===== config.mk =====
export PLATFORM = sky130hd
export DESIGN_NAME = pcam_ctrl
export DESIGN_NICKNAME = d
export VERILOG_FILES = /design/src/rtl/core/pcam_pkg.sv /design/src/rtl/core/pcam_ctrl.sv
export SDC_FILE = /design/constraint.sdc
export NUM_CORES = 1
export LEC_CHECK = 0
export BUFFER_PORTS_ARGS = -buffer_cell sky130_fd_sc_hd__buf_2
export CORE_AREA = 2 2 39 41
export CTS_CLUSTER_SIZE = 20
export DETAILED_ROUTE_END_ITERATION = 16
export DIE_AREA = 0 0 41 43
export GPL_TIMING_DRIVEN = 0
export PLACE_DENSITY = 0.5
export SYNTH_ARGS = -nofsm -noshare
export SYNTH_HDL_FRONTEND = slang
export SYNTH_SLANG_ARGS = --single-unit

===== constraint.sdc =====
create_clock -name clk -period 1.2 [get_ports clk]
set_input_delay 0.18 -clock clk [delete_from_list [all_inputs] [get_ports clk]]
set_output_delay 0.18 -clock clk [all_outputs]
set_load 0.02 [all_outputs]

===== src/rtl/core/pcam_pkg.sv =====
// package for the partition counter: widths, word types, controller states and commands
package pcam_pkg;

    localparam int unsigned TOTAL_W     = 10;
    localparam int unsigned LIMIT_W     = 5;
    localparam int unsigned COUNT_W     = 64;
    localparam int unsigned TABLE_DEPTH = 1024;
    localparam int unsigned MAX_PARTS   = 31;

    localparam int unsigned ADDR_W  = $clog2(TABLE_DEPTH);
    localparam int unsigned J_W     = $clog2(MAX_PARTS + 2);
    localparam int unsigned N_MAX   = TABLE_DEPTH - 1;

    typedef struct packed {
        logic [TOTAL_W-1:0] total;
        logic [LIMIT_W-1:0] part_limit;
    } query_t;

    typedef struct packed {
        logic [COUNT_W-1:0] count;
        logic               saturated;
        logic               bad_request;
    } result_t;

    typedef enum logic [2:0] {
        ST_IDLE,
        ST_CLEAR,
        ST_UPDATE,
        ST_FINAL_RD,
        ST_FINAL_WAIT,
        ST_EMIT,
        ST_BAD
    } state_t;

    typedef struct packed {
        logic load;
        logic clear_step;
        logic upd_issue;
        logic final_issue;
        logic emit_ans;
        logic emit_bad;
    } cmd_t;

    typedef struct packed {
        logic in_bad;
        logic clear_last;
        logic upd_have;
        logic out_free;
    } status_t;

endpackage


===== src/rtl/core/pcam_ctrl.sv =====
// controller state machine for the partition counter
module pcam_ctrl (
    input  logic              clk,
    input  logic              rst_n,
    input  logic              query_valid,
    input  pcam_pkg::status_t status,
    output logic              query_ready,
    output pcam_pkg::cmd_t    cmd
);
    import pcam_pkg::*;

    state_t state_reg;
    state_t state_next;

    always_ff @(posedge clk or negedge rst_n)
    begin
        if (!rst_n)
        begin
            state_reg <= ST_IDLE;
        end
        else
        begin
            state_reg <= state_next;
        end
    end

    always_comb
    begin
        state_next = state_reg;
        case (state_reg)
            ST_IDLE:
            begin
                if (query_valid)
                begin
                    state_next = status.in_bad ? ST_BAD : ST_CLEAR;
                end
            end
            ST_CLEAR:
            begin
                if (status.clear_last)
                begin
                    state_next = ST_UPDATE;
                end
            end
            ST_UPDATE:
            begin
                if (!status.upd_have)
                begin
                    state_next = ST_FINAL_RD;
                end
            end
            ST_FINAL_RD:   state_next = ST_FINAL_WAIT;
            ST_FINAL_WAIT: state_next = ST_EMIT;
            ST_EMIT, ST_BAD:
            begin
                if (status.out_free)
                begin
                    state_next = ST_IDLE;
                end
            end
            default:       state_next = ST_IDLE;
        endcase
    end

    always_comb
    begin
        cmd         = '0;
        query_ready = 1'b0;
        case (state_reg)
            ST_IDLE:
            begin
                query_ready = 1'b1;
                cmd.load    = query_valid;
            end
            ST_CLEAR:    cmd.clear_step  = 1'b1;
            ST_UPDATE:   cmd.upd_issue   = status.upd_have;
            ST_FINAL_RD: cmd.final_issue = 1'b1;
            ST_EMIT:     cmd.emit_ans    = status.out_free;
            ST_BAD:      cmd.emit_bad    = status.out_free;
            default:     cmd             = '0;
        endcase
    end

endmodule


Word-level counts from Yosys, hierarchy flattened

Index checks and enable logic that the tools add are counted.

Register bits: 3

Equality and inequality tests: 10
Multiplexer cells: 13
Reduce and logical (&&, ||, !) cells: 3

Operator list:

| cell                 | count |
|---|---|
| $pmux W3 S6          | 1 |
| $mux W3              | 5 |
| $eq A3 B3 Y1 const B | 3 |
| $ne A2 B2 Y1 const B | 4 |
| $mux W1              | 7 |
| $eq A3 B2 Y1 const B | 2 |
| $reduce_and A4 Y1    | 1 |
| $eq A3 B1 Y1 const B | 1 |
| $logic_not A3 Y1     | 1 |
| $reduce_or A2 Y1     | 1 |

Depth between registers and ports, before layout

Depth in word-level cells: 4
Gate-level depth with buffers: 4

Worst setup path before layout

OpenSTA, ideal clock, no wires.

Path kind: register -> output
From: reg state_reg[0]
To: out cmd[5] in the netlist's numbering
Slack: -0.330 ns
Buffers on the path: 1
Stages on the path, launching flop included: 4
Data required time: 1.020 ns
Data arrival time: 1.350 ns
Path through: dfrtp_1 buf_6 nor3_1 and2_1

RTL lines:

| what                   | RTL line        | text |
|---|---|---|
| start, declared        | pcam_ctrl.sv:12 | `state_t state_reg;` |
| start signal, assigned | pcam_ctrl.sv:23 | `state_reg <= state_next;` |
| end, declared          | pcam_ctrl.sv:8  | `output pcam_pkg::cmd_t cmd` |

==> results.yml <==
routing:
  met1_length_um: 355
  final_antenna_net_count: 0
  wl_per_cell_um: 11.1
  dr_wl_met2_um: 430
  routed_wl_um: 841
  dr.max_layer_used: "met3"
  route.detailed.drc: 0
  drt_iter0_markers: 7
  vias: 336
  vias_per_cell: 4.42
  route.met3.wl_um: 56
  drt-pass1-iter-count: 4
pwr:
  ir_worst_vdd_v: 0.000830
  powerDensity_nw_per_um2: 2640
  p_leak_uw: 0.000275
sta:
  post-route-period-util: 1.13
  max_freq_mhz: 737
  layout_setup_ws_ps: -157
  setup_viol: 9
  fin_worst_skew_ps: 4.68
  whs_ps: 238
  slew_headroom: 0.889
  finalMaxSlewViolations: 0
  worst_pin_slew_ps: 164
  period_needed_ps: 1360
  rsz0062_at_grt: "true"
  hold_violations: 0
floorplanning:
  die_height_um: 43
  die_x_um: 41
  dieArea_um2: 1760
  boundaryPins: 14
  coreArea_um2: 1380
  fp-row-count: 14
  start_util: 0.178
setup_path:
  critPathKind: "flip-flop to output port"
  critPathTopFamily: "flip-flops"
  endpoint_kind: "output port"
  path_cells: "buf_6 > nor3_4 > and2_4 > buf_6"
  cpMostUsedCell: "buf_6"
  arrival_ps: 1180
  required_ps: 1020
  start_kind: "flip-flop"
  critPathMaxFanout: 7
  crit_buf_inv: 2
  slowest_delay_ps: 360
  cpMaxStageDelayCell: "dfrtp_1"
grt:
  overflow: 0
  grt_pass1_wl_mm: 1.17
  grt_antenna_before_repair: 0
  grt_pass1_vias: 286
  grt_usage: 0.105
  grt_max_degree: 10
synth:
  synthSimpleGateAreaFrac: 0.416
  ys_seq_elements: 3
  ys_types: 20
  synth-adder-area-share: 0
  netlist_top_cells_area: "dfrtp_1 30%, nor2_1 7.6%, buf_4 6.1%"
  yosysSeqAreaShare: 0.305
  synthesis.nets: 37
  synth_top_family_by_area: "simple AND/OR/NAND/NOR gates"
  yosysMostFrequentCell: "nor2_1"
  avgSynthCellArea_um2: 8.22
  synth-async-reset-ratio: 1.00
  ys.flop_type: "dfrtp_1"
  synth_edf_count: 0
  synth_commonest_cells: "5 x nor2_1, 3 x dfrtp_1, 3 x nand2_1"
  yosysTopAreaCellShare: 0.305
  synthMuxAreaShare: 0
  synth_warnings: 0
  synth_area_leader_cell: "dfrtp_1"
  yosys.area_share.xor_xnor: 0
  syn_area_um2: 246
  synth_cells: 30
  synth_compound_area_frac: 0.173
final_layout:
  nets: 68
  drive_above_1_share: 0.717
  finalNonFillerCells: 76
  n_antenna_cell: 0
  largest_register_ffs: 3
  syn_to_final_growth_pct: 136
clocking:
  h-tree-depth: 1
  cts_tree: "yes"
  clock_sinks: 3
  cts_buffers: 3
  clk_pin_slew_ps: 40
  cts-root-buf: "clkbuf_4"
  clk_latency_ps: 240
  cts_buffer_depth: 2
placement:
  place_inst: 59
  place_congestion: 0.624
  dpl.hpwl_um: 474
  port-buffer-count: 13
run_status:
  failed_checks: "setup timing"
  status: "complete, but fails checks"
min_path:
  hold_class: "input port to flip-flop"
flow_run:
  max_cap_violations: 0
-- layer usage --
metal	vias to the layer above	GRT usage
met3	0	0.0314
met2	14	0.147
met4	0	0.100
met1	156	0.119
li1	166	-
met5	-	0
-- placed cells by master, fill, tap and decap left out, drive strengths merged, types with 2 or more instances in the layout --
master,count
nand2b,2
clkbuf,4
nand2,3
nor2,5
dfrtp,3
buf,28
-- worst paths after layout --
| path | start | endpoint | slack, ps | depth (start not counted) |
|---|---|---|---|---|
| max | state_reg[0]$_DFFE_PN0P_ | cmd[5] | -160 | 4 |
| min | status[3] | state_reg[2]$_DFFE_PN0P_ | 240 | 2 |
| max reg2reg | state_reg[2]$_DFFE_PN0P_ | state_reg[0]$_DFFE_PN0P_ | -110 | 4 |
| min reg2reg | state_reg[0]$_DFFE_PN0P_ | state_reg[1]$_DFFE_PN0P_ | 690 | 3 |
| max in group asynchronous | rst_n | state_reg[0]$_DFFE_PN0P_ | 820 | 2 |
| min in group asynchronous | rst_n | state_reg[2]$_DFFE_PN0P_ | 260 | 2 |
-- per-stage QoR --
step	setup slack [ps]	utilization	total power [µW]	TNS, ps	area, µm²
after CTS	-165	0.327	1200	-900	453
after detailed placement	13.1	0.251	819	0	348
after global placement	28.1	0.251	812	0	348
after global routing	-223	0.420	1650	-1410	581
final	-157	0.420	1530	-879	581
after floorplan	-28.8	-	668	-28.8	263
-- report_power, final --
| part | total, µW | internal (µW) | switching (µW) |
|---|---|---|---|
| logic | 1180 | 639 | 539 |
| registers | 171 | 151 | 20.1 |
| clock network | 186 | 125 | 60.7 |
-- timing repair --
item                                   in CTS  in global routing
buffers inserted                            3                 10
cloned                                      0                  0
pin swaps                                   5                 11
setup endpoints to repair                   7                  9
hold buffers                                1                  0
resized for setup                          14                 16
endpoints found under the hold margin       3                  0
-- kinds of logic (layout without fill, tap and decap cells) --
| family | Yosys count | in the layout |
|---|---|---|
| buffers and inverters | 3 | 33 |
| DFF | 3 | 3 |
| and+or+nand+nor | 18 | 18 |
| AOI/OAI and AO/OA | 6 | 6 |
-- layout make-up --
cell class	count	area, µm²
fillers	147	803
multi-input cells	24	219
flip-flops and latches	3	75.1
repair buffers	26	206
clock buffers	4	26.3
well taps	16	20.0
plain buffers	3	33.8
Power figures use the tool's default switching activity.
